**src/assert_macros.svh**
```systemverilog
// assertion macros used by the scheduler module
// no dependencies
`ifndef ASSERT_MACROS_SVH
`define ASSERT_MACROS_SVH
`ifndef SYNTHESIS
`define ASSERT_AT(label, clk, rstn, prop) \
  label: assert property (@(posedge clk) disable iff (!rstn) prop) else $error("assertion failed");
`define ASSERT_NEXT(label, clk, rstn, ante, cons) \
  label: assert property (@(posedge clk) disable iff (!rstn) (ante) |=> (cons)) else $error("assertion failed");
`else
`define ASSERT_AT(label, clk, rstn, prop)
`define ASSERT_NEXT(label, clk, rstn, ante, cons)
`endif
`endif

```
**src/mprqs_pkg.sv**
```systemverilog
// package for the ready queue scheduler: constants, entry type, command codes
// no dependencies
`default_nettype none
package mprqs_pkg;
  localparam int unsigned PoolDepth = 16;
  localparam int unsigned IdxW = $clog2(PoolDepth);
  localparam int unsigned CntW = $clog2(PoolDepth + 1);

  typedef enum logic [2:0] {
    CMD_ADD = 3'd0, CMD_REMOVE = 3'd1, CMD_SELECT = 3'd2,
    CMD_TICK = 3'd3, CMD_QRESET = 3'd4, CMD_UPDATE = 3'd5,
    CMD_RSV6 = 3'd6, CMD_RSV7 = 3'd7
  } cmd_e;

  typedef enum logic [1:0] {
    POL_RR = 2'd0, POL_SJF = 2'd1, POL_SRTF = 2'd2, POL_PRIO = 2'd3
  } policy_e;

  typedef enum logic [1:0] {
    ST_OK = 2'd0, ST_FULL = 2'd1, ST_EMPTY = 2'd2
  } status_e;

  typedef enum logic [0:0] {REG_POLICY = 1'b0, REG_QUANTUM = 1'b1} reg_e;

  typedef enum logic [2:0] {
    S_IDLE, S_REMOVE, S_SCAN, S_ROTATE, S_RESULT
  } state_e;

  typedef struct packed {
    logic [7:0]  id;
    logic [15:0] burst;
    logic [15:0] remaining;
    logic [7:0]  prio;
  } entry_t;

  // per-cycle control from the sequencer to every cell
  typedef struct packed {
    logic   shift;    // every cell takes its right neighbor (ring)
    logic   drop;     // shift only cells at or after the drop point
    logic   load;     // write new entry at tail
    logic   update;   // remaining update on matching id
    logic [IdxW-1:0] tail;
    logic [IdxW-1:0] last;
    entry_t din;
  } cell_ctl_t;
endpackage
`default_nettype wire

```
**src/mprqs_cell.sv**
```systemverilog
// one pool cell: holds an entry, shifts toward the front, loads new data or updates its remaining field
// depends on mprqs_pkg
`default_nettype none
module mprqs_cell (
  input  logic                clk_i,
  input  logic [mprqs_pkg::IdxW-1:0] pos_i,
  input  mprqs_pkg::cell_ctl_t ctl_i,
  input  logic                hold_i,
  input  mprqs_pkg::entry_t   next_i,
  input  mprqs_pkg::entry_t   front_i,
  output mprqs_pkg::entry_t   entry_o
);
  import mprqs_pkg::*;
  entry_t entry_q, entry_d;

  always_comb begin
    entry_d = entry_q;
    if (ctl_i.shift && !hold_i) begin
      entry_d = (pos_i == ctl_i.last) ? front_i : next_i;
    end else if (ctl_i.load && pos_i == ctl_i.tail) begin
      entry_d = ctl_i.din;
    end else if (ctl_i.update && entry_q.id == ctl_i.din.id) begin
      entry_d.remaining = ctl_i.din.remaining;
    end
  end

  always_ff @(posedge clk_i) begin
    entry_q <= entry_d;
  end

  assign entry_o = entry_q;
endmodule
`default_nettype wire

```
**src/multi_policy_ready_queue_scheduler.sv**
```systemverilog
// Ready queue scheduler: a chain of entry cells plus a command sequencer.
// A request passes from capture through S_RESULT into the output register,
// except remove (S_REMOVE first shifts each matching entry out of the pool
// in turn, then does the pick check) and select (S_SCAN compares one cell
// per cycle at the front of the chain while the chain rotates one full
// turn; the round robin rotate happens in the last scan cycle, and a select
// on an empty pool goes straight to S_RESULT with status empty). The
// result is held in an output register; a new request is taken once the
// result is taken.
// tdata in: command[2:0] proc_id[10:3] burst[26:11] remaining[42:27]
// prio[50:43]; tdata out: status[1:0] picked_valid[2] picked_id[10:3]
// pool_count[15:11] pool_empty[16]. Depends on mprqs_pkg, mprqs_cell.
`default_nettype none
`include "assert_macros.svh"
module multi_policy_ready_queue_scheduler (
  input  logic        clk_i,
  input  logic        rst_ni,
  input  logic        s_axis_tvalid,
  output logic        s_axis_tready,
  input  logic [55:0] s_axis_tdata,  // command, proc_id, burst, remaining, priority
  output logic        m_axis_tvalid,
  input  logic        m_axis_tready,
  output logic [23:0] m_axis_tdata,  // status, picked_valid, picked_id, pool_count, pool_empty
  input  logic        cfg_valid_i,
  output logic        cfg_ready_o,
  input  logic        cfg_index_i,
  input  logic [15:0] cfg_data_i
);
  import mprqs_pkg::*;

  state_e state_q, state_d;
  logic [1:0]  policy_q;
  logic [15:0] quantum_q, qcnt_q, qcnt_d;
  logic [CntW-1:0] count_q, count_d;
  logic cur_v_q, cur_v_d;
  logic [7:0] cur_id_q, cur_id_d;
  logic [2:0] cmd_q;
  entry_t in_q;
  logic [CntW-1:0] step_q, step_d;
  entry_t bestv_q, bestv_d;
  logic found_q, found_d;
  logic [1:0] status_q, status_d;
  logic out_v_q;
  logic [23:0] out_q;
  cell_ctl_t ctl;
  entry_t cells [PoolDepth];
  logic [PoolDepth-1:0] hold;
  logic [IdxW-1:0] drop_pos;
  logic rm_hit;
  logic better;

  assign cfg_ready_o   = 1'b1;
  assign s_axis_tready = (state_q == S_IDLE) && !out_v_q;
  assign m_axis_tvalid = out_v_q;
  assign m_axis_tdata  = out_q;

  // first matching id for remove, scanned over the cells
  always_comb begin
    rm_hit = 1'b0;
    drop_pos = '0;
    for (int i = PoolDepth - 1; i >= 0; i--) begin
      if (CntW'(i) < count_q && cells[i].id == in_q.id) begin
        rm_hit = 1'b1;
        drop_pos = IdxW'(i);
      end
    end
  end

  for (genvar g = 0; g < PoolDepth; g++) begin : g_cell
    assign hold[g] = ctl.drop && (IdxW'(g) < drop_pos);
    mprqs_cell u_cell (
      .clk_i   (clk_i),
      .pos_i   (IdxW'(g)),
      .ctl_i   (ctl),
      .hold_i  (hold[g]),
      .next_i  (cells[(g + 1) % PoolDepth]),
      .front_i (ctl.drop ? cells[PoolDepth-1] : cells[0]),
      .entry_o (cells[g])
    );
  end

  // compare the front cell against the best so far
  always_comb begin
    case (policy_e'(policy_q))
      POL_PRIO: better = cells[0].prio > bestv_q.prio;
      POL_SRTF: better = cells[0].remaining < bestv_q.remaining;
      default:  better = cells[0].burst < bestv_q.burst;
    endcase
  end

  always_comb begin
    state_d = state_q;
    qcnt_d = qcnt_q;
    count_d = count_q;
    cur_v_d = cur_v_q;
    cur_id_d = cur_id_q;
    step_d = step_q;
    bestv_d = bestv_q;
    found_d = found_q;
    status_d = status_q;
    ctl = '0;
    ctl.din = in_q;
    ctl.tail = count_q[IdxW-1:0];
    ctl.last = count_q[IdxW-1:0] - 1'b1;
    case (state_q)
      S_IDLE: begin
        if (s_axis_tvalid && s_axis_tready) begin
          state_d = S_RESULT;
          status_d = ST_OK;
          step_d = '0;
          found_d = 1'b0;
          case (cmd_e'(s_axis_tdata[2:0]))
            CMD_REMOVE: state_d = S_REMOVE;
            CMD_SELECT: state_d = S_SCAN;
            default: ;
          endcase
        end
      end
      S_REMOVE: begin
        if (rm_hit) begin
          ctl.shift = 1'b1;
          ctl.drop = 1'b1;
          ctl.last = IdxW'(PoolDepth - 1);
          count_d = count_q - 1'b1;
        end else begin
          if (cur_v_q && cur_id_q == in_q.id) begin
            cur_v_d = 1'b0;
            cur_id_d = '0;
            qcnt_d = '0;
          end
          state_d = S_RESULT;
        end
      end
      S_SCAN: begin
        if (count_q == '0) begin
          status_d = ST_EMPTY;
          cur_v_d = 1'b0;
          cur_id_d = '0;
          state_d = S_RESULT;
        end else if (step_q < count_q) begin
          // chain rotates one step per cycle, cell 0 is entry step_q
          ctl.shift = 1'b1;
          step_d = step_q + 1'b1;
          if (!found_q && cur_v_q && cells[0].id == cur_id_q) begin
            found_d = 1'b1;
          end
          if (step_q == '0 || better) begin
            bestv_d = cells[0];
          end
        end else begin
          state_d = S_RESULT;
          cur_v_d = 1'b1;
          case (policy_e'(policy_q))
            POL_RR: begin
              if (found_q && qcnt_q < quantum_q) begin
                cur_id_d = cur_id_q;
              end else begin
                qcnt_d = '0;
                if (cur_v_q && cells[0].id == cur_id_q) begin
                  ctl.shift = 1'b1;
                  cur_id_d = cells[1].id;
                  if (count_q == CntW'(1)) cur_id_d = cells[0].id;
                end else begin
                  cur_id_d = cells[0].id;
                end
              end
            end
            POL_SJF: cur_id_d = found_q ? cur_id_q : bestv_q.id;
            default: cur_id_d = bestv_q.id;
          endcase
        end
      end
      S_RESULT: state_d = S_IDLE;
      default: state_d = S_IDLE;
    endcase
    // add, tick, qreset and update act in the cycle after capture
    if (state_q == S_RESULT) begin
      case (cmd_e'(cmd_q))
        CMD_ADD: begin
          if (count_q >= CntW'(PoolDepth)) status_d = ST_FULL;
          else begin
            ctl.load = 1'b1;
            count_d = count_q + 1'b1;
          end
        end
        CMD_TICK: if (qcnt_q != 16'hFFFF) qcnt_d = qcnt_q + 1'b1;
        CMD_QRESET: qcnt_d = '0;
        CMD_UPDATE: ctl.update = 1'b1;
        default: ;
      endcase
    end
  end

  logic [CntW-1:0] cnt_fin;
  logic [1:0] st_fin;
  assign cnt_fin = count_d;
  assign st_fin = status_d;

  always_ff @(posedge clk_i or negedge rst_ni) begin
    if (!rst_ni) begin
      state_q <= S_IDLE;
      policy_q <= POL_RR;
      quantum_q <= 16'd4;
      qcnt_q <= '0;
      count_q <= '0;
      cur_v_q <= 1'b0;
      cur_id_q <= '0;
      out_v_q <= 1'b0;
      step_q <= '0;
      found_q <= 1'b0;
      status_q <= ST_OK;
      cmd_q <= CMD_RSV6;
    end else begin
      state_q <= state_d;
      qcnt_q <= qcnt_d;
      count_q <= count_d;
      cur_v_q <= cur_v_d;
      cur_id_q <= cur_id_d;
      step_q <= step_d;
      found_q <= found_d;
      status_q <= status_d;
      if (cfg_valid_i) begin
        case (reg_e'(cfg_index_i))
          REG_POLICY:  policy_q <= cfg_data_i[1:0];
          REG_QUANTUM: quantum_q <= cfg_data_i;
          default: ;
        endcase
      end
      if (s_axis_tvalid && s_axis_tready) cmd_q <= s_axis_tdata[2:0];
      if (state_q == S_RESULT) out_v_q <= 1'b1;
      else if (m_axis_tready) out_v_q <= 1'b0;
    end
  end

  always_ff @(posedge clk_i) begin
    bestv_q <= bestv_d;
    if (s_axis_tvalid && s_axis_tready) begin
      in_q.id <= s_axis_tdata[10:3];
      in_q.burst <= s_axis_tdata[26:11];
      in_q.remaining <= s_axis_tdata[42:27];
      in_q.prio <= s_axis_tdata[50:43];
    end
    if (state_q == S_RESULT) begin
      out_q <= {7'd0, cnt_fin == '0, cnt_fin, cur_v_d ? cur_id_d : 8'd0, cur_v_d, st_fin};
    end
  end

  `ASSERT_AT(a_count_range, clk_i, rst_ni, count_q <= CntW'(PoolDepth))
  `ASSERT_AT(a_no_take_busy, clk_i, rst_ni, s_axis_tready |-> state_q == S_IDLE)
  `ASSERT_NEXT(a_result_follows, clk_i, rst_ni, state_q == S_RESULT, out_v_q)
endmodule
`default_nettype wire
```
**config.mk**
```make
export PLATFORM = sky130hd
export DESIGN_NAME = multi_policy_ready_queue_scheduler
export DESIGN_NICKNAME = d
export VERILOG_FILES = /design/src/mprqs_pkg.sv /design/src/mprqs_cell.sv /design/src/multi_policy_ready_queue_scheduler.sv
export VERILOG_INCLUDE_DIRS = /design/src /design/src/src
export SDC_FILE = /design/constraint.sdc
export NUM_CORES = 2
export LEC_CHECK = 0
export BUFFER_PORTS_ARGS = -buffer_cell sky130_fd_sc_hd__buf_2
export CAP_MARGIN = 20
export CORE_MARGIN = 2
export CORE_UTILIZATION = 41
export DETAILED_ROUTE_END_ITERATION = 12
export PLACE_DENSITY = 0.61
export SLEW_MARGIN = 20
export SYNTH_ARGS = -nofsm -noshare
export SYNTH_HDL_FRONTEND = slang
export SYNTH_SLANG_ARGS = --single-unit
```
**constraint.sdc**
```tcl
create_clock -name clk_i -period 17.45 [get_ports clk_i]
set_clock_uncertainty 0.1 [all_clocks]
set_input_delay 1.745 -clock clk_i [delete_from_list [all_inputs] [get_ports clk_i]]
set_output_delay 1.745 -clock clk_i [all_outputs]
set_load 0.01 [all_outputs]
```
* Yosys cells after proc, flatten, opt, wreduce, memory -nomap -nowiden *
Cells that the tools add are included.

word-level totals
  register bits = 944
  input port bits = 78
  output and inout bits = 27
  word-level logic and storage cells = 549

operators by class
  $add $sub $neg = 5
  magnitude comparators = 38
  eq/ne operators = 67
  muxes and demuxes = 197
  bitwise gates (word level) = 2
  reductions and logical operators = 154

operators with widths
  cell                                                                          number
  48-bit 2-to-1 mux                                                             33
  16-bit 2-to-1 mux                                                             40
  24-bit 2-to-1 mux                                                             16
  8-bit 2-to-1 mux                                                              24
  8-bit == test                                                                 18
  1-bit logical AND                                                             87
  4-bit 2-to-1 mux                                                              18
  4-bit == test (first input constant)                                          16
  16-bit case mux with 2 select lines                                           2
  16-bit less-than comparator                                                   3
  3-bit nonzero test                                                            16
  4-bit by 5-bit less-than comparator with 1-bit output (first input constant)  8
  5-bit 2-to-1 mux                                                              8
  2-bit nonzero test                                                            18
  1-bit 2-to-1 mux                                                              35
  3-bit by 4-bit == test with 1-bit output (first input constant)               8
  4-bit less-than comparator (first input constant)                             8
  8-bit case mux with 2 select lines                                            2
  3-bit by 5-bit less-than comparator with 1-bit output (first input constant)  4
  1-bit zero test                                                               18
  16-bit by 1-bit adder with 16-bit output (second input constant)              1
  2-bit by 4-bit == test with 1-bit output (first input constant)               4
  3-bit by 4-bit less-than comparator with 1-bit output (first input constant)  4
  16-bit != test (second input constant)                                        1
  other kinds (37)                                                              71

* Depth between registers and ports, before layout *
  depth in word-level cells = 24
  gate-level depth with buffers = 16
  gate-level depth less buffers = 11

* Modules after synthesis *
Synthesis repeated with hierarchy kept, for this count alone.

second synthesis, totals
  cells, all modules = 4758
  area, all modules = 53363.7 um^2

modules (own cells, without submodules)
  module                              times used  cells an instance  area each (um^2)
  mprqs_cell                          16          231                2633.8
  multi_policy_ready_queue_scheduler  1           1062               11223.3

* Least setup slack after synthesis *
Ideal clock, no wire load.

  path type = flip-flop to flip-flop
  start = reg state_q[1]
  end = reg g_cell[3].u_cell.entry_q, in the netlist g_cell[3].u_cell.entry_o[10], enable pin
  setup time = 392 ps
  arrival = 6141 ps
  data required time = 16958 ps
  slack = 10817 ps
  cell stages (with the launch flop) = 9
  period minus slack after synthesis = 6633 ps
  path through = dfrtp_1 > clkbuf_1 > nor2_1 > nand2_1 > nor4_1 > and2_1 > nand2_1 > o311ai_0 > o21bai_1

on the way
  cells in the longest elaborated chain, start to end = 6
  elaborated cells between the ends (all ways) = 12

RTL lines
  what                                      RTL line                                   RTL
  from (decl)                               multi_policy_ready_queue_scheduler.sv:31   state_e state_q, state_d;
  from (signal assigned)                    multi_policy_ready_queue_scheduler.sv:214  state_q <= state_d;
  3-bit by 1-bit == test with 1-bit output  multi_policy_ready_queue_scheduler.sv:105  case (state_q)
  1-bit 2-to-1 mux                          multi_policy_ready_queue_scheduler.sv:105
  1-bit logical AND                         multi_policy_ready_queue_scheduler.sv:70   assign hold[g] = ctl.drop && (IdxW'(g) < drop_pos);
  1-bit zero test                           mprqs_cell.sv:18                           if (ctl_i.shift && !hold_i) begin
  1-bit logical AND                         mprqs_cell.sv:18
  3-bit nonzero test (no source line) *     --
  to (signal assigned)                      mprqs_cell.sv:28                           entry_q <= entry_d;
  to (decl)                                 mprqs_cell.sv:14                           entry_t entry_q, entry_d;

Mark *: on every way between the ends. The rest lies on a longest branch, timed or not.
A chain may end at the register's enable or synchronous reset.

* Final worst setup path *
  start = reg count_q[3]
  end = reg g_cell[8].u_cell.entry_q, in the netlist g_cell[8].u_cell.entry_o[26], enable pin

on the way
  cells in the longest elaborated chain, start to end = 24
  elaborated cells between the ends (all ways) = 82

RTL lines
  what                                                                                            RTL line                                   RTL
  from (decl)                                                                                     multi_policy_ready_queue_scheduler.sv:34   logic [CntW-1:0] count_q, count_d;
  from (signal assigned)                                                                          multi_policy_ready_queue_scheduler.sv:216  count_q <= count_d;
  branches (longest 23 deep; another with 4-bit by 5-bit less-than comparator with 1-bit output)  --
  2-bit nonzero test (no source line) *                                                           --
  to (signal assigned)                                                                            mprqs_cell.sv:28
  to (decl)                                                                                       mprqs_cell.sv:14

Mark *: on every way between the ends.

==> results.json <==
{
  "layout_common_cells": "edfxtp_1, mux2i_1, nand2_1, nor2_1, a21oi_1",
  "peakVddDrop_mv": 0.1033,
  "clock_latency_ns": 0.72,
  "syn_to_final_growth_pct": 10.21,
  "crit_required_ns": 17.73,
  "wl_per_cell_um": 24.68,
  "root_buffer": "clkbuf_16",
  "grt_first_pass_wirelength_mm": 220.2,
  "crit_type": "reg2reg",
  "yosysSeqAreaShare_pct": 55.49,
  "setup_tns_ns": 0,
  "drive_above_1_share_pct": 13.67,
  "maxSlewHeadroom_pct": 16.41,
  "r2r_slack_ns": 11.16,
  "ys.flop_type": "edfxtp_1",
  "drtIter0Drc": 3643,
  "fmax_mhz": 158.9,
  "drc": 0,
  "synth_area_leader_cell": "edfxtp_1",
  "ios": 105,
  "synth_cell_types": 78,
  "tightest_slew_ns": 1.251,
  "crit_start": "count_q[3]",
  "first_pass_iters": 6,
  "yosys.area.top_type_share_pct": 52.36,
  "r2r-start": "count_q[3]",
  "p_per_area_mw_per_mm2": 126.6,
  "start_util_pct": 41.40,
  "htreeDepth": 3,
  "syn_inst": 4469,
  "cts.clk_slew.worst_paths_ns": 0.06,
  "multi_input_area_mm2": 0.02071,
  "fin_crit_ns": 6.291,
  "synth-seq-cells": 944,
  "final_cells": 6087,
  "rows": 128,
  "place.gp.congestion": 0.9024,
  "synth_edf_count": 881,
  "placed_cells_incl_taps": 5891,
  "fin_hold_ws_ns": 0.3961,
  "clock_path_buffers": 3,
  "cts_sinks": 944,
  "grt_antenna_before_repair": 0,
  "cp-end-kind": "flip-flop",
  "setup_slack_ns": 11.16,
  "cts_hold_buf": 0,
  "via_per_inst": 5.726,
  "num_vias": 34850,
  "setup-violations-final": 0,
  "min_path_type": "reg2reg",
  "portBuffers": 91,
  "die_w_um": 355.1,
  "r2r_end": "g_cell[8].u_cell.entry_o[26]",
  "synthTopCellsByArea": "edfxtp_1, mux2i_1, mux2_2, a21oi_1, o21ai_0",
  "p_leak_uw": 0.02018,
  "crit_end": "g_cell[8].u_cell.entry_o[26]",
  "cts_tree": "built",
  "start_kind": "flip-flop",
  "grt_usage_pct": 23.35,
  "cts-resized-gates": 0,
  "synth_area_mm2": 0.05053,
  "r2r_cells": 9,
  "worstPathArrival_ns": 6.57,
  "post_cts_buffers": 0,
  "layout.area.seq_mm2": 0.02804,
  "grt_max_degree": 81,
  "wirelength_mm": 150.2,
  "fin_util_pct": 45.63,
  "grt_overflow_total": 0,
  "grt_pass1_vias": 33180,
  "ys_async_sr_fraction_pct": 6.674,
  "fp.dieH_um": 355.1,
  "drv_cap": 0,
  "dieArea_mm2": 0.1261,
  "fillers": 11090,
  "ant_nets": 0,
  "ys_warn_count": 0,
  "status": "finished, final reports clean",
  "cts_made_buffers": 106,
  "pre_cts_slack_ns": 11.34,
  "final_max_slew_viol_count": 0,
  "layout.nets": 4518,
  "crit_fanout": 50,
  "core_area_mm2": 0.1220,
  "post-route-period-util_pct": 36.05,
  "hpwl_mm": 83.88,
  "final_common_cell": "edfxtp_1",
  "rsz0062_at_grt": "no",
  "finalHoldViolations": 0,
  "syn_avg_cell_area_um2": 11.31,
  "min_path_cells": 2
}
## synthesized netlist by cell type, drive strengths merged (8+ instances only)
library cell / instances
nor3: 29
nor4: 24
xnor2: 103
inv: 85
mux2: 214
nand2b: 16
nand3: 38
dfrtp: 60
ha: 65
clkbuf: 255
a21o: 30
edfxtp: 881
nor2: 390
nand2: 461
buf: 141
mux2i: 630
xor2: 52
or3: 8
a21oi: 364
nand4: 36
o22ai: 10
o21ai: 441
and2: 17
## how the worst min path moves through the flow
stage,startpoint,endpoint
final,status_q[0],status_q[0]
after global routing,status_q[0],status_q[0]
after CTS,status_q[0],status_q[0]
after detailed placement,status_q[0],status_q[0]
after global placement,status_q[0],status_q[0]
after floorplan,g_cell[0].u_cell.entry_o[40],bestv_q[40]
## flip-flops by register name (all words and copies together), names as in the netlist
name,count
g_cell.u_cell.entry_o,768
bestv_q,48
ctl,48
m_axis_tdata,17
qcnt_q,16
quantum_q,16
cur_id_q,8
count_q,5
step_q,5
cmd_q,3
state_q,3
policy_q,2
status_q,2
cur_v_q,1
found_q,1
m_axis_tvalid,1
## cells by family (layout without fill, tap and decap cells)
logic type,after synthesis,after routing,synth area share [%]
xor gates and xnor gates,155,155,2.687
buffers and inverters,483,469,4.163
and+or+nand+nor,1053,1053,8.868
muxes,844,844,17.25
DFF,944,944,55.49
adders and majority gates,65,65,1.610
other,2,9,0.01486
AOI/OAI and AO/OA,923,923,9.923
## where the power goes
group / leakage, uW / switching, uW / internal, uW
Sequential: 0.00877 / 196 / 2780
Clock: 0.00165 / 955 / 1240
Combinational: 0.00976 / 1190 / 694
Total: 0.0202 / 2340 / 4710
## layer usage
metal | share of wire [%] | global-route usage [%] | routed length (um)
met1 | 43 | 32.47 | 64720
met2 | 46 | 37.59 | 69200
met3 | 8.0 | 3.631 | 12060
met4 | 2.8 | 7.169 | 4248
met5 | 0 | 0 | 0
## per-stage QoR
stage | cell area [um2] | total power (uW)
2_1_floorplan | 50550 | 4289
3_3_place_gp | 52280 | 4820
3_5_place_dp | 52310 | 4868
4_1_cts | 55660 | 7053
5_1_grt | 55680 | 7341
6_report | 55690 | 7048
## worst max-delay path: stages (launching register included)
cell,delay [ns]
dfrtp_1,0.97
clkinv_1,0.60
ha_1,0.46
a21oi_1,0.10
o211ai_1,0.79
o211a_1,0.70
a211o_4,0.55
a21o_4,0.87
nand2_2,0.35
buf_4,0.43
## cell type report
class / count / area share (%)
clock buffer: 130 / 5.078
tap: 1625 / 3.651
antenna: 1 / 0.004494
multi-input combinational: 3048 / 37.20
clock inverter: 64 / 0.9527
sequential: 944 / 50.34
inverter: 87 / 0.5887
timing repair buffer: 188 / 2.184
No activity file was read; power rests on OpenSTA's default activity.
